File: src/hdl/raw_pixel_unpacker_defines.svh
// Assertion macros for the raw pixel unpacker.
// Expects clk and arst_n in scope where the macros are used.
`ifndef RAW_PIXEL_UNPACKER_DEFINES_SVH
`define RAW_PIXEL_UNPACKER_DEFINES_SVH

// Same-cycle implication, checked outside reset.
`define RPU_ASSERT_IMP(lbl, ante, cons, msg) \
	lbl: assert property (@(posedge clk) disable iff (!arst_n) (ante) |-> (cons)) \
		else $error(msg);

// Next-cycle implication, checked outside reset.
`define RPU_ASSERT_NXT(lbl, ante, cons, msg) \
	lbl: assert property (@(posedge clk) disable iff (!arst_n) (ante) |=> (cons)) \
		else $error(msg);

`endif

File: src/hdl/rpu_pkg.sv
// Shared types, constants and color functions of the raw pixel unpacker.
// Used by every module of the block; depends on nothing.
package rpu_pkg;

	localparam int VISIBLE_COLUMNS = 150;
	localparam int MAX_ROWS        = 130;
	localparam int COL_W           = 16;
	localparam int ROW_W           = 8;
	localparam int JOB_FIFO_DEPTH  = 4;
	localparam int JOB_PTR_W       = $clog2(JOB_FIFO_DEPTH);

	localparam logic [COL_W-1:0] VISIBLE_COL_LIMIT = COL_W'(VISIBLE_COLUMNS);
	localparam logic [ROW_W-1:0] MAX_ROW_LIMIT     = ROW_W'(MAX_ROWS);

	localparam logic [3:0] MODE_GREY1   = 4'd0;
	localparam logic [3:0] MODE_GREY2   = 4'd1;
	localparam logic [3:0] MODE_GREY4   = 4'd2;
	localparam logic [3:0] MODE_GREY8   = 4'd3;
	localparam logic [3:0] MODE_RGB5551 = 4'd4;
	localparam logic [3:0] MODE_RGB4444 = 4'd5;
	localparam logic [3:0] MODE_RGB565  = 4'd6;
	localparam logic [3:0] MODE_BGR5551 = 4'd7;
	localparam logic [3:0] MODE_BGR4444 = 4'd8;
	localparam logic [3:0] MODE_BGR565  = 4'd9;
	localparam logic [3:0] MODE_RGB24   = 4'd10;
	localparam logic [3:0] MODE_BGR24   = 4'd11;

	localparam logic [1:0] CFG_PIXEL_MODE = 2'd0;
	localparam logic [1:0] CFG_ROW_WIDTH  = 2'd1;
	localparam logic [1:0] CFG_ROW_COUNT  = 2'd2;

	localparam logic [3:0]  RESET_PIXEL_MODE = MODE_GREY8;
	localparam logic [15:0] RESET_ROW_WIDTH  = 16'd42;
	localparam logic [7:0]  RESET_ROW_COUNT  = 8'd100;

	localparam logic [23:0] GREY_ONE   = 24'h7F7F7F;
	localparam logic [23:0] GREY_LOW   = 24'h404040;
	localparam logic [23:0] GREY_MID   = 24'h808080;
	localparam logic [23:0] GREY_HIGH  = 24'hB0B0B0;

	typedef struct packed {
		logic [3:0]  pixel_mode;
		logic [15:0] row_width;
		logic [7:0]  row_count;
	} cfg_t;

	typedef enum logic [2:0] {
		JOB_NONE,
		JOB_SINGLE,
		JOB_PACK1,
		JOB_PACK2,
		JOB_PACK4
	} job_kind_t;

	typedef struct packed {
		logic        clear;
		job_kind_t   kind;
		logic [23:0] data;
	} job_t;

	typedef struct packed {
		logic [23:0]      color;
		logic [ROW_W-1:0] column;
		logic [ROW_W-1:0] row;
	} pixel_t;

	function automatic logic [23:0] swap_rb(input logic [23:0] c);
		return {c[7:0], c[15:8], c[23:16]};
	endfunction

	function automatic logic [23:0] color16(input logic [15:0] t, input logic [3:0] m);
		logic [23:0] c;
		case (m)
			MODE_RGB5551, MODE_BGR5551: c = {t[4:0], 3'b0, t[9:5], 3'b0, t[14:10], 3'b0};
			MODE_RGB4444, MODE_BGR4444: c = {t[11:8], 4'b0, t[7:4], 4'b0, t[3:0], 4'b0};
			default:                    c = {t[15:11], 3'b0, t[10:5], 2'b0, t[4:0], 3'b0};
		endcase
		return (m >= MODE_BGR5551) ? swap_rb(c) : c;
	endfunction

	function automatic logic [2:0] job_last_index(input job_kind_t kind);
		case (kind)
			JOB_PACK1: return 3'd7;
			JOB_PACK2: return 3'd3;
			JOB_PACK4: return 3'd1;
			default:   return 3'd0;
		endcase
	endfunction

endpackage

File: src/hdl/rpu_byte_if.sv
// Input channel of the raw pixel unpacker: one raw byte per beat.
// Depends on nothing but the handshake convention valid and ready.
interface rpu_byte_if;
	logic       valid;
	logic       ready;
	logic [7:0] byte_value;
	logic       frame_start;

	modport source(output valid, byte_value, frame_start, input ready);
	modport sink(input valid, byte_value, frame_start, output ready);
endinterface

File: src/hdl/rpu_pixel_if.sv
// Output channel of the raw pixel unpacker: one colored pixel per beat.
// Depends on nothing but the handshake convention valid and ready.
interface rpu_pixel_if;
	logic        valid;
	logic        ready;
	logic [23:0] pixel_color;
	logic [7:0]  column;
	logic [7:0]  row;
	logic        last_in_run;

	modport source(output valid, pixel_color, column, row, last_in_run, input ready);
	modport sink(input valid, pixel_color, column, row, last_in_run, output ready);
endinterface

File: src/hdl/rpu_front.sv
// Front end: accepts raw bytes, gathers multi-byte pixels, one job per grey byte or pixel.
// Depends on rpu_pkg and rpu_byte_if.
module rpu_front import rpu_pkg::*; (
	input  logic        clk,
	input  logic        arst_n,
	input  cfg_t        cfg,
	rpu_byte_if.sink    bytes,
	input  logic        job_full,
	output logic        job_push,
	output job_t        job
);

	logic [15:0] asm_q;
	logic [1:0]  phase_q;
	logic [15:0] asm_eff;
	logic [1:0]  phase_eff;
	logic [15:0] asm_n;
	logic [1:0]  phase_n;
	logic [7:0]  b;
	logic [3:0]  m;
	logic        accept;

	assign bytes.ready = !job_full;
	assign accept      = bytes.valid && bytes.ready;
	assign b           = bytes.byte_value;
	assign m           = cfg.pixel_mode;

	always_comb begin
		asm_eff   = bytes.frame_start ? 16'd0 : asm_q;
		phase_eff = bytes.frame_start ? 2'd0 : phase_q;
		asm_n     = asm_eff;
		phase_n   = phase_eff;
		job.clear = bytes.frame_start;
		job.kind  = JOB_NONE;
		job.data  = {16'd0, b};
		if (m inside {[MODE_GREY1:MODE_GREY4]}) begin
			phase_n = 2'd0;
			case (m)
				MODE_GREY1: job.kind = JOB_PACK1;
				MODE_GREY2: job.kind = JOB_PACK2;
				default:    job.kind = JOB_PACK4;
			endcase
		end else if (m == MODE_GREY8) begin
			phase_n  = 2'd0;
			job.kind = JOB_SINGLE;
			job.data = {b, b, b};
		end else if (m inside {[MODE_RGB5551:MODE_BGR565]}) begin
			if (phase_eff == 2'd0) begin
				asm_n   = {8'd0, b};
				phase_n = 2'd1;
			end else begin
				phase_n  = 2'd0;
				job.kind = JOB_SINGLE;
				job.data = color16({b, asm_eff[7:0]}, m);
			end
		end else if (m inside {MODE_RGB24, MODE_BGR24}) begin
			if (phase_eff == 2'd0) begin
				asm_n   = {8'd0, b};
				phase_n = 2'd1;
			end else if (phase_eff == 2'd1) begin
				asm_n   = {b, asm_eff[7:0]};
				phase_n = 2'd2;
			end else begin
				phase_n  = 2'd0;
				job.kind = JOB_SINGLE;
				job.data = (m == MODE_RGB24) ? {b, asm_eff} : swap_rb({b, asm_eff});
			end
		end
	end

	assign job_push = accept && (job.clear || (job.kind != JOB_NONE));

	always_ff @(posedge clk or negedge arst_n) begin
		if (!arst_n) begin
			asm_q   <= 16'd0;
			phase_q <= 2'd0;
		end else if (accept) begin
			asm_q   <= asm_n;
			phase_q <= phase_n;
		end
	end

endmodule

File: src/hdl/rpu_job_fifo.sv
// Short job queue between the front end and the pixel back end.
// Depends on rpu_pkg for the job type and the queue depth.
module rpu_job_fifo import rpu_pkg::*; (
	input  logic clk,
	input  logic arst_n,
	input  logic push,
	input  job_t push_job,
	output logic full,
	input  logic pop,
	output logic head_valid,
	output job_t head_job
);

	job_t                 mem [JOB_FIFO_DEPTH];
	logic [JOB_PTR_W-1:0] wr_ptr_q;
	logic [JOB_PTR_W-1:0] rd_ptr_q;
	logic [JOB_PTR_W:0]   count_q;
	logic                 do_push;
	logic                 do_pop;

	assign full       = (count_q == (JOB_PTR_W+1)'(JOB_FIFO_DEPTH));
	assign head_valid = (count_q != '0);
	assign head_job   = mem[rd_ptr_q];
	assign do_push    = push && !full;
	assign do_pop     = pop && head_valid;

	always_ff @(posedge clk) begin
		if (do_push) begin
			mem[wr_ptr_q] <= push_job;
		end
	end

	always_ff @(posedge clk or negedge arst_n) begin
		if (!arst_n) begin
			wr_ptr_q <= '0;
			rd_ptr_q <= '0;
			count_q  <= '0;
		end else begin
			if (do_push) begin
				wr_ptr_q <= wr_ptr_q + 1'b1;
			end
			if (do_pop) begin
				rd_ptr_q <= rd_ptr_q + 1'b1;
			end
			if (do_push && !do_pop) begin
				count_q <= count_q + 1'b1;
			end else if (do_pop && !do_push) begin
				count_q <= count_q - 1'b1;
			end
		end
	end

endmodule

File: src/hdl/rpu_back.sv
// Back end: walks the pixels of each job, tracks column, row and frame end,
// and delivers visible pixels with the end-of-job flag. Depends on rpu_pkg and rpu_pixel_if.
module rpu_back import rpu_pkg::*; (
	input  logic        clk,
	input  logic        arst_n,
	input  cfg_t        cfg,
	input  logic        head_valid,
	input  job_t        head_job,
	output logic        pop,
	rpu_pixel_if.source pixels
);

	logic [2:0]       k_q;
	logic             show_q;
	logic [COL_W-1:0] col_q;
	logic [ROW_W-1:0] row_q;
	logic             complete_q;

	logic             h_valid_q;
	logic             h_final_q;
	pixel_t           h_pix_q;

	logic             o_valid_q;
	logic             o_last_q;
	pixel_t           o_pix_q;

	logic             first;
	logic [COL_W-1:0] col_e;
	logic [ROW_W-1:0] row_e;
	logic             complete_e;
	logic [ROW_W-1:0] frame_h;
	logic             room;
	logic             visible;
	logic             show;
	logic [COL_W:0]   col_inc;
	logic             wrap;
	logic [COL_W-1:0] col_n;
	logic [ROW_W-1:0] row_n;
	logic             complete_n;
	logic [2:0]       shamt;
	logic [7:0]       shifted;
	logic [3:0]       v;
	logic [23:0]      color;
	logic             ev_pix;
	logic             ev_end;
	logic             out_want;
	logic             can_load;
	logic             fire;
	logic             step;
	pixel_t           cand;

	assign first      = (k_q == 3'd0);
	assign col_e      = (first && head_job.clear) ? '0 : col_q;
	assign row_e      = (first && head_job.clear) ? '0 : row_q;
	assign complete_e = (first && head_job.clear) ? 1'b0 : complete_q;
	assign frame_h    = (cfg.row_count > MAX_ROW_LIMIT) ? MAX_ROW_LIMIT : cfg.row_count;
	assign room       = !complete_e && (row_e < frame_h);
	assign visible    = (col_e < VISIBLE_COL_LIMIT);
	assign show       = first ? visible : show_q;
	assign col_inc    = {1'b0, col_e} + 1'b1;
	assign wrap       = (col_inc >= {1'b0, cfg.row_width});

	always_comb begin
		case (head_job.kind)
			JOB_PACK1: shamt = k_q;
			JOB_PACK2: shamt = {k_q[1:0], 1'b0};
			JOB_PACK4: shamt = {k_q[0], 2'b00};
			default:   shamt = 3'd0;
		endcase
		shifted = head_job.data[7:0] >> shamt;
		v       = shifted[3:0];
		case (head_job.kind)
			JOB_PACK1: color = v[0] ? GREY_ONE : 24'd0;
			JOB_PACK2: begin
				case (v[1:0])
					2'd0:    color = 24'd0;
					2'd1:    color = GREY_LOW;
					2'd2:    color = GREY_MID;
					default: color = GREY_HIGH;
				endcase
			end
			JOB_PACK4: color = {v, 4'h0, v, 4'h0, v, 4'h0};
			default:   color = head_job.data;
		endcase
	end

	always_comb begin
		col_n      = col_e;
		row_n      = row_e;
		complete_n = complete_e;
		ev_pix     = 1'b0;
		ev_end     = 1'b0;
		if (head_valid) begin
			if (head_job.kind == JOB_NONE) begin
				ev_end = 1'b1;
			end else if (!room) begin
				ev_end     = 1'b1;
				complete_n = 1'b1;
			end else begin
				ev_pix = show && visible;
				ev_end = (k_q == job_last_index(head_job.kind));
				col_n  = wrap ? '0 : col_inc[COL_W-1:0];
				row_n  = wrap ? row_e + 1'b1 : row_e;
			end
		end
	end

	assign cand.color  = color;
	assign cand.column = col_e[ROW_W-1:0];
	assign cand.row    = row_e;

	assign out_want = h_valid_q && (ev_pix || ev_end || h_final_q);
	assign can_load = !o_valid_q || pixels.ready;
	assign fire     = out_want && can_load;
	assign step     = head_valid && !(out_want && !can_load);
	assign pop      = step && ev_end;

	always_ff @(posedge clk or negedge arst_n) begin
		if (!arst_n) begin
			k_q        <= 3'd0;
			show_q     <= 1'b0;
			col_q      <= '0;
			row_q      <= '0;
			complete_q <= 1'b0;
		end else if (step) begin
			k_q        <= ev_end ? 3'd0 : k_q + 1'b1;
			show_q     <= show;
			col_q      <= col_n;
			row_q      <= row_n;
			complete_q <= complete_n;
		end
	end

	always_ff @(posedge clk or negedge arst_n) begin
		if (!arst_n) begin
			h_valid_q <= 1'b0;
			h_final_q <= 1'b0;
		end else if (step && ev_pix) begin
			h_valid_q <= 1'b1;
			h_final_q <= ev_end;
		end else if (fire) begin
			h_valid_q <= 1'b0;
		end
	end

	always_ff @(posedge clk) begin
		if (step && ev_pix) begin
			h_pix_q <= cand;
		end
		if (fire) begin
			o_pix_q  <= h_pix_q;
			o_last_q <= h_final_q || (ev_end && !ev_pix);
		end
	end

	always_ff @(posedge clk or negedge arst_n) begin
		if (!arst_n) begin
			o_valid_q <= 1'b0;
		end else if (fire) begin
			o_valid_q <= 1'b1;
		end else if (pixels.ready) begin
			o_valid_q <= 1'b0;
		end
	end

	assign pixels.valid       = o_valid_q;
	assign pixels.pixel_color = o_pix_q.color;
	assign pixels.column      = o_pix_q.column;
	assign pixels.row         = o_pix_q.row;
	assign pixels.last_in_run = o_last_q;

endmodule

File: src/hdl/raw_pixel_unpacker.sv
// Raw pixel unpacker: raw bytes in, one 24-bit pixel per beat out.
// Path: an accepted byte's job enters the job queue; the back end loads each shown pixel into a
// holding register, then the output register; a packed pixel waits for the next shown pixel
// or its byte end. Throughput: one pixel per cycle while jobs wait and the output is not stalled;
// a 1-bit byte holds 8 pixels, 2-bit 4, 4-bit 2, 8-bit 1; a four-job queue takes new bytes meanwhile.
// Reset clears the byte assembly, counters and job queue and loads mode 3, width 42, 100 rows.
`include "raw_pixel_unpacker_defines.svh"
module raw_pixel_unpacker import rpu_pkg::*; (
	input  logic        clk,
	input  logic        arst_n,
	input  logic        cfg_write_en,
	input  logic [1:0]  cfg_index,
	input  logic [15:0] cfg_data,
	rpu_byte_if.sink    bytes,
	rpu_pixel_if.source pixels
);

	cfg_t cfg_q;
	logic job_push;
	job_t job;
	logic job_full;
	logic job_pop;
	logic head_valid;
	job_t head_job;

	always_ff @(posedge clk or negedge arst_n) begin
		if (!arst_n) begin
			cfg_q.pixel_mode <= RESET_PIXEL_MODE;
			cfg_q.row_width  <= RESET_ROW_WIDTH;
			cfg_q.row_count  <= RESET_ROW_COUNT;
		end else if (cfg_write_en) begin
			case (cfg_index)
				CFG_PIXEL_MODE: cfg_q.pixel_mode <= cfg_data[3:0];
				CFG_ROW_WIDTH:  cfg_q.row_width  <= cfg_data;
				CFG_ROW_COUNT:  cfg_q.row_count  <= cfg_data[7:0];
				default:        cfg_q            <= cfg_q;
			endcase
		end
	end

	rpu_front u_front (
		.clk      (clk),
		.arst_n   (arst_n),
		.cfg      (cfg_q),
		.bytes    (bytes),
		.job_full (job_full),
		.job_push (job_push),
		.job      (job)
	);

	rpu_job_fifo u_job_fifo (
		.clk        (clk),
		.arst_n     (arst_n),
		.push       (job_push),
		.push_job   (job),
		.full       (job_full),
		.pop        (job_pop),
		.head_valid (head_valid),
		.head_job   (head_job)
	);

	rpu_back u_back (
		.clk        (clk),
		.arst_n     (arst_n),
		.cfg        (cfg_q),
		.head_valid (head_valid),
		.head_job   (head_job),
		.pop        (job_pop),
		.pixels     (pixels)
	);

	`RPU_ASSERT_IMP(a_no_push_when_full, job_push, !job_full, "job pushed into a full queue")
	`RPU_ASSERT_IMP(a_pop_needs_job, job_pop, head_valid, "job popped from an empty queue")
	`RPU_ASSERT_NXT(a_push_fills_head, job_push && !head_valid, head_valid, "pushed job not at head")
	`RPU_ASSERT_IMP(a_row_in_frame, pixels.valid, int'(pixels.row) < MAX_ROWS, "pixel row beyond frame")

endmodule
File: src/flat_wrapper.sv
// flat-port wrapper written by rule: the top's interface ports become plain ports
module raw_pixel_unpacker_flat import rpu_pkg::*;
  (clk, arst_n, cfg_write_en, cfg_index, cfg_data, bytes_valid, bytes_byte_value, bytes_frame_start, bytes_ready, pixels_valid, pixels_pixel_color, pixels_column, pixels_row, pixels_last_in_run, pixels_ready);
  rpu_byte_if bytes_i ();
  rpu_pixel_if pixels_i ();
  input  logic clk;
  input  logic arst_n;
  input  logic cfg_write_en;
  input  logic [1:0] cfg_index;
  input  logic [15:0] cfg_data;
  input wire logic [$bits(bytes_i.valid)-1:0] bytes_valid;
  input wire logic [$bits(bytes_i.byte_value)-1:0] bytes_byte_value;
  input wire logic [$bits(bytes_i.frame_start)-1:0] bytes_frame_start;
  output wire logic [$bits(bytes_i.ready)-1:0] bytes_ready;
  output wire logic [$bits(pixels_i.valid)-1:0] pixels_valid;
  output wire logic [$bits(pixels_i.pixel_color)-1:0] pixels_pixel_color;
  output wire logic [$bits(pixels_i.column)-1:0] pixels_column;
  output wire logic [$bits(pixels_i.row)-1:0] pixels_row;
  output wire logic [$bits(pixels_i.last_in_run)-1:0] pixels_last_in_run;
  input wire logic [$bits(pixels_i.ready)-1:0] pixels_ready;
  assign bytes_i.valid = bytes_valid;
  assign bytes_i.byte_value = bytes_byte_value;
  assign bytes_i.frame_start = bytes_frame_start;
  assign bytes_ready = bytes_i.ready;
  assign pixels_valid = pixels_i.valid;
  assign pixels_pixel_color = pixels_i.pixel_color;
  assign pixels_column = pixels_i.column;
  assign pixels_row = pixels_i.row;
  assign pixels_last_in_run = pixels_i.last_in_run;
  assign pixels_i.ready = pixels_ready;
  raw_pixel_unpacker u_core (.clk(clk), .arst_n(arst_n), .cfg_write_en(cfg_write_en), .cfg_index(cfg_index), .cfg_data(cfg_data), .bytes(bytes_i), .pixels(pixels_i));
endmodule
File: config.mk
export PLATFORM = sky130hd
export DESIGN_NAME = raw_pixel_unpacker_flat
export DESIGN_NICKNAME = d
export VERILOG_FILES = /design/src/hdl/rpu_pkg.sv /design/src/hdl/rpu_byte_if.sv /design/src/hdl/rpu_pixel_if.sv /design/src/hdl/rpu_front.sv /design/src/hdl/rpu_job_fifo.sv /design/src/hdl/rpu_back.sv /design/src/hdl/raw_pixel_unpacker.sv /design/src/flat_wrapper.sv
export VERILOG_INCLUDE_DIRS = /design/src /design/src/hdl
export SDC_FILE = /design/constraint.sdc
export NUM_CORES = 1
export LEC_CHECK = 0
export BUFFER_PORTS_ARGS = -buffer_cell sky130_fd_sc_hd__buf_2
export CORE_UTILIZATION = 40
export CTS_BUF_LIST = sky130_fd_sc_hd__clkbuf_8
export CTS_CLUSTER_DIAMETER = 80
export DETAILED_ROUTE_END_ITERATION = 8
export GPL_ROUTABILITY_DRIVEN = 0
export GPL_TIMING_DRIVEN = 0
export PLACE_DENSITY = 0.55
export REMOVE_ABC_BUFFERS = 1
export SYNTH_ARGS = -nofsm -noshare
export SYNTH_HDL_FRONTEND = slang
export SYNTH_HIERARCHICAL = 1
export SYNTH_SLANG_ARGS = --single-unit
File: constraint.sdc
create_clock -name clk -period 15.8 [get_ports clk]
set_input_delay 0.79 -clock clk [delete_from_list [all_inputs] [get_ports clk]]
set_output_delay 0.79 -clock clk [all_outputs]
set_load 0.01 [all_outputs]
# After elaboration in Yosys (flattened, before gate mapping)
# Memories as Yosys holds them, arrays and structs flattened.
# Cells that the tools add are included.
# word_totals
ff_bits	166
latch_bits	0
ramBits	112
romBits	0
inputBits	32
output_inout_bits	43
elab_cells	174
memories	1
# mem_list
memory	words	width	read_ports	rd_ports_with_merged_regs	wr	line_no	text
u_core.u_job_fifo.mem	4	28	1	0	1	rpu_job_fifo.sv:14	job_t mem [JOB_FIFO_DEPTH];
# classes
add_sub_neg	7
n_mul	0
n_div	0
order_cmp	9
n_eq_ne	18
n_shift	1
mux	67
bitwise	0
reduce_logical	48
# op_table
cell	n
$mux W16	13
$pmux W24 S3	2
$mux W25	4
$mux W24	3
$mux W27	2
$mux W8	6
$pmux W24 S2	1
$mux W23	1
$mux W3	7
$logic_and A1 B1 Y1	18
$mux W1	18
$pmux W3 S3	2
$add A16 B1 Y17 const B	1
$ge A17 B16 Y1	1
$lt A16 B8 Y1 const B	1
$mux W2	7
$eq A4 B3 Y1 const B	3
$eq A4 B4 Y1 const B	3
$add A8 B1 Y8 const B	1
$ge A4 B3 Y1 const B	2
$gt A8 B8 Y1 const B	1
$logic_not A1 Y1	8
$lt A8 B8 Y1	1
$reduce_bool A2 Y1	4
22 further kinds	40

# Depth between registers and ports, before layout
# Gate-level depths: netlist of run 1.
# depth
ltp_word	23
ltp_mapped	24
mapped_depth_nobuf	19

# Modules after synthesis
# The synthesis of run 1 kept the hierarchy.
# by_module_without_submodules
module	instances	cells_each	area_each_um2	seq_area_each_um2
rpu_back	1	507	5814.3	3233.1
rpu_job_fifo	1	181	4471.8	3538.4
rpu_front	1	235	1874.3	450.4
raw_pixel_unpacker	1	60	1124.8	710.7

# Worst setup path before layout of run 1
# OpenSTA, ideal clock, no wires.
# synth_path
kind	reg-to-reg
from	register u_core.u_job_fifo.rd_ptr_q[0]
to	register u_core.u_back.o_pix_q (netlist bit u_core/u_back/pixels.column[0]) (enable)
setup_time_ns	0.439
t_arrival_ns	5.199
setup_slack_ns	10.162
path_stages_with_launch	15
cell_sequence	dfrtp_1 buf_4 mux4_2 nand3b_4 clkbuf_1 clkbuf_1 and2_1 ha_1 o21ai_1 a2111oi_0 o31ai_2 a41oi_1 nor2_1 a21bo_2 nor2_1
# synth_lines
item	line_no	text
start, declared	rpu_job_fifo.sv:16	logic [JOB_PTR_W-1:0] rd_ptr_q;
start signal, assigned	rpu_job_fifo.sv:43	rd_ptr_q <= rd_ptr_q + 1'b1;
end signal, assigned	rpu_back.sv:151	o_pix_q <= h_pix_q;
end, declared	rpu_back.sv:25	pixel_t o_pix_q;

==> summary.txt, run 1 <==
Status
  – Status: complete, no violations

Logic synthesis
  – Mean post-synth cell area: 13.5 um2
  – Yosys reg bits: 278
  – Post-synthesis sequential area ratio: between 50% and 60%
  – Synth Flop Type: edfxtp_1
  – Post-Synthesis Cells: around 980
  – Synth cell types: 90
  – Post-Syn Area: roughly 0.013 mm2
  – Post-synth EDFFs: 193
  – Yosys warning count: 6
  – Asr flop ratio synth: between 30% and 40%

Drt
  – Vias per inst: roughly 5.3
  – Final antenna-violating net count: 0
  – Detailed Route WL: 28.4 mm
  – DRT iter0 DRCs: 592
  – Drt wl/cell: between 15 and 20 um
  – Vias: 8243
  – DRC viols: 0
  – Drt pass-1 iters: 7

Timing
  – Slew at the pin closest to its max-slew limit: 1.14 ns
  – RSZ-0062 raised after global routing: no
  – Slew Limit Headroom: 23.4%
  – Max Transition Viols Final: 0
  – Setup violators final: 0
  – Final hold vios: 0
  – Fmax: between 150 and 200 MHz
  – Hold slack: between 0.1 and 0.15 ns
  – Crit share post-route: 36.1%
  – Setup_tns: 0 ns
  – Clock period minus worst slack: 5.70 ns
  – PnR worst setup slack: around 10 ns
  – Clock skew: 0.0309 ns

Pwr
  – Final Total Pwr: about 2.8 mW
  – Worst IR drop on VDD: slightly below 0.1 mV
  – Leakage: 5.96 nW
  – Flop pwr share: a little over two fifths
  – Sw Ratio: 35.7%
  – Switching power: 1.01 mW
  – Clock Power Share: 21.7%
  – PD cells: 190 mW/mm2
  – Combinational Power Share: 36.0%
  – Power Internal: 1.82 mW

Finish
  – Final nets: roughly 1100
  – Final instance area: 0.0150 mm2
  – P&R area growth vs syn: 12.6%
  – Antenna diode instance count: 0
  – Fraction of layout instances using a drive strength above 1: around 23%

Min path
  – Hold Crit Class: in -> async

Clock tree
  – Clock transition at path regs: roughly 0.06 ns
  – Clk buf depth: 3
  – CTS tree: built
  – Post-CTS sizing: 0
  – Root Buffer: clkbuf_8
  – Htree depth: 2
  – Clk sinks: 278
  – Num CTS Buffers: 49
  – Hold-fix buffers, CTS: 0
  – Clk Latency, worst-skew pair: 0.58 ns
  – Post-CTS setup buffer count: 0

Floorplanning
  – Io pins: 75
  – FP Rows: 66
  – Chip Height: about 180 um
  – CORE AREA: between 0.03 and 0.04 mm2
  – Die width: 184 um
  – Die ar.: 0.0339 mm2
  – Starting Density: 40.7%

Placed design
  – Post-DP HPWL: 19.1 mm
  – Dpl cell area: approximately 0.014 mm2
  – PortBufs: 74
  – Worst slack, placed: ~9.7 ns

Worst setup path
  – Crit path max fanout: 29
  – Critical Path End Type: register
  – Flop2flop setup slack: 10.10 ns
  – RR Startpoint: u_core/u_job_fifo/rd_ptr_q[1]
  – Reg2Reg Capture Point: u_core/u_back/col_q[11]
  – Worst R2R Path Depth: 18
  – Worst setup path endpoint: u_core/u_back/col_q[11]
  – Startpoint types: register
  – Worst EP required: 16.30 ns
  – Worst path arrival time: 6.21 ns
  – Crit Path Category: reg -> reg
  – Critical path origin: u_core/u_job_fifo/rd_ptr_q[1]

Global routing
  – Met2 GRT Util: 24.6%
  – Layer with the highest usage: met1
  – GRT overflow: 0
  – Vias in the first global route: 7869
  – M3 GR Usage: 3.30%
  – Initial antenna violation count: 0
  – Global-route wire length before repair: 45.3 mm
  – Largest net degree at the start of global routing: between 60 and 70
  – Met1 usage: 26.4%
  – Tot GR Track Use: about 17%

Flow run
  – Max cap viols: 0
## layer usage
| layer | up-vias | part of all wire [%] |
|---|---|---|
| li1 | 3925 | - |
| met1 | 4017 | 50 |
| met2 | 251 | 43 |
| met3 | 50 | 5.3 |
| met4 | 0 | 2.0 |
| met5 | - | 0 |
## cell families after synthesis
family                     after synthesis  share of synthesized area, %
DFF                                    278                          59.7
adders and majority gates               34                          3.26
muxes                                   76                          9.38
buffers and inverters                   95                          3.48
AOI/OAI and AO/OA                      218                          12.0
and+or+nand+nor                        263                          10.9
xor gates and xnor gates                19                          1.25
## stage by stage
step | utilization [%] | instances
detailed placement | 43.1 | 1453
global placement | 42.6 | 1448
floorplan | - | 932
CTS | 45.9 | 1542
finish | 45.9 | 1542
global route | 45.9 | 1542
## cell usage after synthesis, types with 8 or more instances
cell / instances / area share (%)
mux2_2: 23 / 1.9
and2_1: 15 / 0.71
a31oi_1: 8 / 0.38
nor2_1: 48 / 1.4
a221oi_1: 8 / 0.53
o21ai_0: 30 / 1.1
a21oi_1: 32 / 1.2
buf_6: 8 / 0.68
dfstp_2: 8 / 1.6
nand3_1: 28 / 1.1
buf_2: 16 / 0.60
clkbuf_1: 19 / 0.54
a22o_1: 30 / 2.0
mux2_4: 11 / 1.2
mux4_2: 32 / 5.4
nor2b_1: 13 / 0.61
o21ai_1: 15 / 0.57
ha_1: 33 / 3.1
dfrtp_1: 77 / 15
nand2_1: 81 / 2.3
nand2b_1: 9 / 0.42
a21o_1: 18 / 1.0
mux2i_1: 9 / 0.68
a22oi_1: 8 / 0.45
nand4_1: 8 / 0.38
inv_1: 44 / 1.2
edfxtp_1: 193 / 44
xnor2_1: 11 / 0.73
xor2_1: 8 / 0.53
## cell type report
type                    instances  area [um2]
multi-input cells             610        4910
well taps                     442         553
repair buffers                 79         490
flip-flops and latches        278        7940
clock buffers                  51         702
inverters                      44         165
fillers                      2938       17700
clock inverters                38         206
## how the worst min path moves through the flow
| stage | from | to | slack [ns] |
|---|---|---|---|
| after floorplan | u_core/u_back/h_pix_q[8] | u_core/u_back/pixels.column[0] | 0.40 |
| after global placement | u_core/u_back/h_pix_q[25] | u_core/u_back/pixels.pixel_color[9] | 0.40 |
| after detailed placement | u_core/u_back/h_pix_q[9] | u_core/u_back/pixels.column[1] | 0.40 |
| after CTS | arst_n | u_core/u_back/col_q[8] | 0.1 |
| after global routing | arst_n | u_core/cfg_q[21] | 0.11 |
| final | arst_n | u_core/cfg_q[21] | 0.13 |
## critical path, cell delays in order, from the launching register on
cell,delay [ns]
dfrtp_2,0.83
mux4_2,0.46
nand3b_4,0.29
nand2_1,0.12
inv_1,0.21
ha_1,0.26
nand3_1,0.23
inv_1,0.14
nand3_1,0.24
or3_1,0.42
a21oi_1,0.25
ha_1,0.30
nand3_1,0.11
nor2_1,0.05
a2111oi_0,0.37
a31o_2,0.31
and4_1,0.62
nor4b_1,0.30
a211o_1,0.14
## layout by cell type, fill, tap and decap left out, drive strengths merged, types with 35 or more instances in the layout
cell type,count
nand2,81
o21ai,49
nor2,49
clkbuf,51
inv,54
mux2,35
dfrtp,77
edfxtp,193
buf,79
## power by group through the flow
stage | combinational [mW] | sequential [mW] | clock [mW]
floorplan | 0.642 | 1.24 | 0
global placement | 0.951 | 1.24 | 0
detailed placement | 1.03 | 1.22 | 0
CTS | 1.03 | 1.20 | 0.637
global route | 1.13 | 1.23 | 0.673
finish | 1.02 | 1.20 | 0.614
## registers in the layout (all words and copies together), names as in the netlist
name	cells
u_core/u_front/asm_q	16
u_core/u_back/pixels.column	8
u_core/u_back/pixels.row	8
u_core/u_job_fifo/rd_ptr_q	2
u_core/u_back/show_q	1
u_core/u_front/phase_q	2
u_core/u_back/k_q	3
u_core/u_back/h_final_q	1
u_core/u_back/col_q	16
u_core/u_back/row_q	8
u_core/u_back/h_pix_q	40
u_core/u_back/pixels.last_in_run	1
u_core/u_back/pixels.pixel_color	24
u_core/u_back/pixels.valid	1
u_core/cfg_q	28
u_core/u_job_fifo/count_q	3
u_core/u_job_fifo/mem	112
u_core/u_job_fifo/wr_ptr_q	2
u_core/u_back/complete_q	1
u_core/u_back/h_valid_q	1
Note: power is estimated with default switching activity, not from simulation.
==> run 2, diff against run 1 <==
==> constraint.sdc (replaced) <==
create_clock -name clk -period 5.4 [get_ports clk]
set_input_delay 0.27 -clock clk [delete_from_list [all_inputs] [get_ports clk]]
set_output_delay 0.27 -clock clk [all_outputs]
set_load 0.01 [all_outputs]
==> summary.txt, run 2 (same netlist as run 1, synthesis figures left out) <==
Status
  – Status: complete, no violations

Drt
  – Drt wl/cell: 18.5 um
  – Vias: 8456
  – DRT iter0 DRCs: 703
  – Final antenna-violating net count: 0
  – Drt pass-1 iters: 8
  – Vias per inst: 5.40
  – Detailed Route WL: 29.0 mm
  – DRC viols: 0

Pwr
  – Sw Ratio: 35.8%
  – Worst IR drop on VDD: 0.277 mV
  – Power Internal: 5.38 mW
  – Flop pwr share: 41.3%
  – PD cells: 552 mW/mm2
  – Combinational Power Share: between 30% and 40%
  – Switching power: 3.01 mW
  – Leakage: 6.06 nW
  – Clock Power Share: 21.5%
  – Final Total Pwr: approximately 8.4 mW

Timing
  – Setup violators final: 0
  – Slew Limit Headroom: between 20% and 30%
  – Slew at the pin closest to its max-slew limit: between 1 and 1.5 ns
  – RSZ-0062 raised after global routing: no
  – Fmax: approximately 200 MHz
  – Max Transition Viols Final: 0
  – Crit share post-route: 93.1%
  – Final hold vios: 0
  – Clock skew: 0.0323 ns
  – Clock period minus worst slack: about 5 ns

Flow run
  – Max cap viols: 0

Worst setup path
  – Crit Path Category: reg -> reg
  – Reg2Reg Capture Point: u_core/u_back/row_q[5]
  – RR Startpoint: u_core/u_job_fifo/rd_ptr_q[0]
  – Critical path origin: u_core/u_job_fifo/rd_ptr_q[0]
  – Worst R2R Path Depth: 17
  – Worst path arrival time: 5.52 ns
  – Worst setup path endpoint: u_core/u_back/row_q[5]
  – Crit path max fanout: 13
  – Flop2flop setup slack: roughly 0.37 ns
  – Worst EP required: around 5.9 ns
  – Startpoint types: register
  – Critical Path End Type: register

Finish
  – Max reg flops: 112
  – P&R area growth vs syn: 14.5%
  – Core Util, Final: 46.6%
  – Antenna diode instance count: 0
  – Commonest cells after routing, fill and taps aside: edfxtp_1, nand2_1, dfrtp_1, buf_2, inv_1
  – Most common cell after layout, fill and taps aside: edfxtp_1
  – Top reg by flops: u_core/u_job_fifo/mem
  – Biggest regs: u_core/u_job_fifo/mem x112, u_core/u_back/h_pix_q x40, u_core/cfg_q x28
  – Fraction of layout instances using a drive strength above 1: 23.2%
  – Final nets: 1151

Global routing
  – Initial antenna violation count: 0
  – Vias in the first global route: about 8000
  – Largest net degree at the start of global routing: 66
  – GRT overflow: 0
  – Global-route wire length before repair: 45.6 mm
  – Tot GR Track Use: between 15 and 20%

Clock tree
  – Clock transition at path regs: roughly 0.06 ns
  – Htree depth: 2
  – CTS tree: built
  – Clk buf depth: 3
  – Clk Latency, worst-skew pair: 0.58 ns
  – Root Buffer: clkbuf_8
  – Clk sinks: 278
  – Num CTS Buffers: 49

Placed design
  – Post-DP HPWL: between 15 and 20 mm
  – PortBufs: 74

Floorplanning
  – Chip Height: 184 um
  – Die width: 184 um
  – Io pins: 75
  – FP Rows: 66
  – Die ar.: 0.0339 mm2
  – CORE AREA: 0.0326 mm2
  – Starting Density: between 40% and 50%

Min path
  – Hold Crit Class: in -> reg
run 2: final cells by class:
| cell class | instances | area, um2 |
|---|---|---|
| clock inverter | 38 | 206 |
| fill | 2922 | 17400 |
| tap | 442 | 553 |
| sequential | 278 | 7940 |
| multi-input combinational | 611 | 4930 |
| timing repair buffer | 101 | 708 |
| inverter | 44 | 165 |
| clock buffer | 51 | 702 |
run 2: worst min-delay path by stage:
stage                                   start                             endpoint  slack (ns)  depth (start not counted)
floorplan                              arst_n                      u_core/cfg_q[0]       -0.03                          0
global placement    u_core/u_back/h_pix_q[25]  u_core/u_back/pixels.pixel_color[9]        0.40                          0
detailed placement                     arst_n                     u_core/cfg_q[21]        0.20                          1
CTS                       bytes_byte_value[6]             u_core/u_front/asm_q[14]       0.007                          2
global route              bytes_byte_value[5]             u_core/u_front/asm_q[13]        0.04                          2
finish                    bytes_byte_value[4]             u_core/u_front/asm_q[12]        0.04                          2
run 2: stage by stage:
step                cells  setup slack [ns]  instance area, um2  setup TNS (ns)  hold slack [ns]
floorplan             932            -0.663               13000          -43.48          -0.0256
global placement     1448             -2.41               13900         -212.85            0.401
detailed placement   1453            -0.713               14100          -11.95            0.200
CTS                  1560            0.0116               15100               0          0.00744
global route         1565           0.00216               15200               0           0.0373
finish               1565             0.370               15200               0           0.0434
run 2: repair_timing:
| item | CTS | global route |
|---|---|---|
| endpoints found under the hold margin | 107 | 0 |
| endpoints found under the setup margin | 50 | 24 |
| cloned | 0 | 1 |
| pin swaps | 0 | 0 |
| setup buffers | 0 | 4 |
| resized for setup | 3 | 4 |
| hold buffers | 18 | 0 |
run 2: critical path, stage by stage (launching register included):
cell and delay [ns]:
dfrtp_2 0.38, mux4_2 0.59, nand3b_4 0.21, nand2_1 0.09, inv_1 0.20, ha_1 0.26, nand3_1 0.22, inv_1 0.14
nand3_1 0.24, or3_1 0.42, a21oi_1 0.27, ha_1 0.20, nand3_1 0.09, or4_1 0.50, a31o_2 0.31, a211o_1 0.32
or4_1 0.41, nand3_1 0.11
run 2: routing by layer:
layer,part of all wire (%),up-vias,global-route usage (%)
li1,-,3975,-
met1,49,4161,26.4
met2,43,266,24.9
met3,5.8,54,3.28
met4,2.0,0,5.73
met5,0,-,0
run 2: power groups by stage:
stage | registers (mW) | logic (mW) | clock network, mW
finish | 3.47 | 3.12 | 1.80
global route | 3.54 | 3.43 | 1.97
CTS | 3.53 | 3.02 | 1.86
detailed placement | 3.56 | 3.00 | 0
global placement | 3.64 | 2.78 | 0
floorplan | 3.62 | 1.88 | 0
==> run 3, diff against run 2 <==
--- a/config.mk
+++ b/config.mk
@@ -7,13 +7,13 @@
 export NUM_CORES = 1
 export LEC_CHECK = 0
 export BUFFER_PORTS_ARGS = -buffer_cell sky130_fd_sc_hd__buf_2
-export CORE_UTILIZATION = 40
+export CORE_UTILIZATION = 50
 export CTS_BUF_LIST = sky130_fd_sc_hd__clkbuf_8
 export CTS_CLUSTER_DIAMETER = 80
 export DETAILED_ROUTE_END_ITERATION = 8
 export GPL_ROUTABILITY_DRIVEN = 0
 export GPL_TIMING_DRIVEN = 0
-export PLACE_DENSITY = 0.55
+export PLACE_DENSITY = 0.69
 export REMOVE_ABC_BUFFERS = 1
 export SYNTH_ARGS = -nofsm -noshare
 export SYNTH_HDL_FRONTEND = slang
==> constraint.sdc (replaced) <==
create_clock -name clk -period 4.24 [get_ports clk]
set_input_delay 0.212 -clock clk [delete_from_list [all_inputs] [get_ports clk]]
set_output_delay 0.212 -clock clk [all_outputs]
set_load 0.01 [all_outputs]
==> summary.txt, run 3 (same netlist as run 1, synthesis figures left out) <==
Status
  – Status: complete, no violations

Floorplanning
  – Die width: 165 um
  – Io pins: 75
  – FP Rows: 59
  – Chip Height: around 170 um
  – Starting Density: 51.0%
  – CORE AREA: 0.0261 mm2
  – Die ar.: ~0.027 mm2

Clock tree
  – Clk Latency, worst-skew pair: between 0.5 and 0.6 ns
  – CTS tree: built
  – Clk buf depth: 3
  – Root Buffer: clkbuf_8
  – Num CTS Buffers: 47
  – Clk sinks: 278
  – Clock transition at path regs: 0.06 ns
  – Htree depth: 2

Worst setup path
  – Worst R2R Path Depth: 17
  – Worst EP required: 4.74 ns
  – Startpoint types: register
  – Crit path max fanout: 7
  – Worst setup path endpoint: u_core/u_back/row_q[5]
  – RR Startpoint: u_core/u_job_fifo/rd_ptr_q[0]
  – Worst path arrival time: 4.73 ns
  – Critical path origin: u_core/u_job_fifo/rd_ptr_q[0]
  – Flop2flop setup slack: 0.002 ns
  – Reg2Reg Capture Point: u_core/u_back/row_q[5]
  – Critical Path End Type: register
  – Crit Path Category: reg -> reg

Drt
  – Detailed Route WL: 28.0 mm
  – Vias: 8586
  – Final antenna-violating net count: 0
  – Drt pass-1 iters: 6
  – Drt wl/cell: 19.0 um
  – DRC viols: 0
  – DRT iter0 DRCs: 709
  – Vias per inst: 5.83

Flow run
  – Max cap viols: 0

Finish
  – Antenna diode instance count: 0
  – Most common cell after layout, fill and taps aside: edfxtp_1
  – Filler Cell Count: 2015
  – Commonest cells after routing, fill and taps aside: edfxtp_1, nand2_1, dfrtp_1, buf_2, inv_1
  – P&R area growth vs syn: 16.3%
  – Top reg by flops: u_core/u_job_fifo/mem
  – Biggest regs: u_core/u_job_fifo/mem x112, u_core/u_back/h_pix_q x40, u_core/cfg_q x28
  – Fraction of layout instances using a drive strength above 1: 27.1%
  – Core Util, Final: between 50% and 60%
  – Final nets: around 1200
  – Final instance area: 0.0155 mm2
  – Max reg flops: between 100 and 150

Placed design
  – Dpl cell area: 0.0139 mm2
  – Post-DP HPWL: 18.3 mm
  – PortBufs: 74

Pwr
  – PD cells: 699 mW/mm2
  – Final Total Pwr: 10.8 mW
  – Leakage: about 6.2 nW
  – Worst IR drop on VDD: 0.476 mV

Global routing
  – Vias in the first global route: roughly 8000
  – Initial antenna violation count: 0
  – GRT overflow: 0
  – Largest net degree at the start of global routing: 60
  – Tot GR Track Use: 20.9%
  – Global-route wire length before repair: 43.8 mm

Timing
  – Final hold vios: 0
  – Hold slack: between 0.04 and 0.05 ns
  – RSZ-0062 raised after global routing: yes
  – Crit share post-route: 99.9%
  – Clock skew: 0.0338 ns
  – Fmax: 236 MHz
  – Slew at the pin closest to its max-slew limit: ~1.2 ns
  – Max Transition Viols Final: 0
  – Clock period minus worst slack: 4.24 ns
  – Setup violators final: 0
  – Slew Limit Headroom: about 22%

Min path
  – Hold Crit Class: in -> reg
[run 3: per-layer routing]
layer | track usage [%] | share of wire [%] | up-vias
met1 | 31.6 | 46 | 4192
met2 | 30.6 | 45 | 334
met3 | 3.59 | 7.3 | 53
li1 | - | - | 4007
met5 | 0 | 0 | -
met4 | 6.63 | 1.9 | 0
[run 3: worst min-delay path by stage]
stage                                             end  cells past startpoint                startpoint
after floorplan                       u_core/cfg_q[0]                      0                    arst_n
final                        u_core/u_front/asm_q[13]                      2       bytes_byte_value[5]
after global routing         u_core/u_front/asm_q[13]                      2       bytes_byte_value[5]
after global placement    u_core/u_back/pixels.row[6]                      0  u_core/u_back/h_pix_q[6]
after detailed placement             u_core/cfg_q[22]                      1                    arst_n
after CTS                    u_core/u_front/asm_q[13]                      2       bytes_byte_value[5]
[run 3: critical path, stage by stage, from the launching register on]
cell and delay [ns]:
dfrtp_4 0.41, mux4_2 0.56, nand3b_4 0.16, nand2_2 0.09, inv_2 0.09, ha_4 0.15, nand3_4 0.09, inv_4 0.08
nand3_4 0.11, or3_4 0.37, a21oi_4 0.19, ha_4 0.16, nand3_1 0.11, or4_4 0.53, a31o_4 0.29, a211o_1 0.30
or4_1 0.41, nand3_1 0.10
[run 3: report_power, final]
| part | leakage (nW) | switching [mW] | internal, mW |
|---|---|---|---|
| registers | 2.88 | 0.349 | 4.08 |
| clock network | 0.536 | 1.01 | 1.25 |
| logic | 2.79 | 2.46 | 1.66 |
[run 3: per-stage QoR]
stage	setup slack [ns]	instances	setup TNS, ns
after global placement	-3.35	1341	-339.93
after CTS	0.00606	1464	0
after floorplan	-1.82	932	-164.04
after detailed placement	-1.69	1345	-95.23
final	0.00225	1472	0
after global routing	-0.103	1472	-0.933
[run 3: cell type report]
type / count / area [um2] / share of cell area (%)
Clock inverter: 31 / 188 / 1.21
Multi-Input combinational cell: 612 / 5150 / 33.3
Sequential cell: 278 / 7940 / 51.4
Inverter: 44 / 168 / 1.09
Timing Repair Buffer: 120 / 870 / 5.63
Clock buffer: 52 / 716 / 4.63
Tap cell: 335 / 419 / 2.71
[run 3: timing repair]
| item | CTS | global route |
|---|---|---|
| endpoints found under the hold margin | 111 | 0 |
| setup endpoints to repair | 133 | 42 |
| pin swaps | 10 | 7 |
| setup buffers | 12 | 8 |
| resized for setup | 24 | 27 |
| cloned | 2 | 0 |
| hold buffers | 22 | 0 |
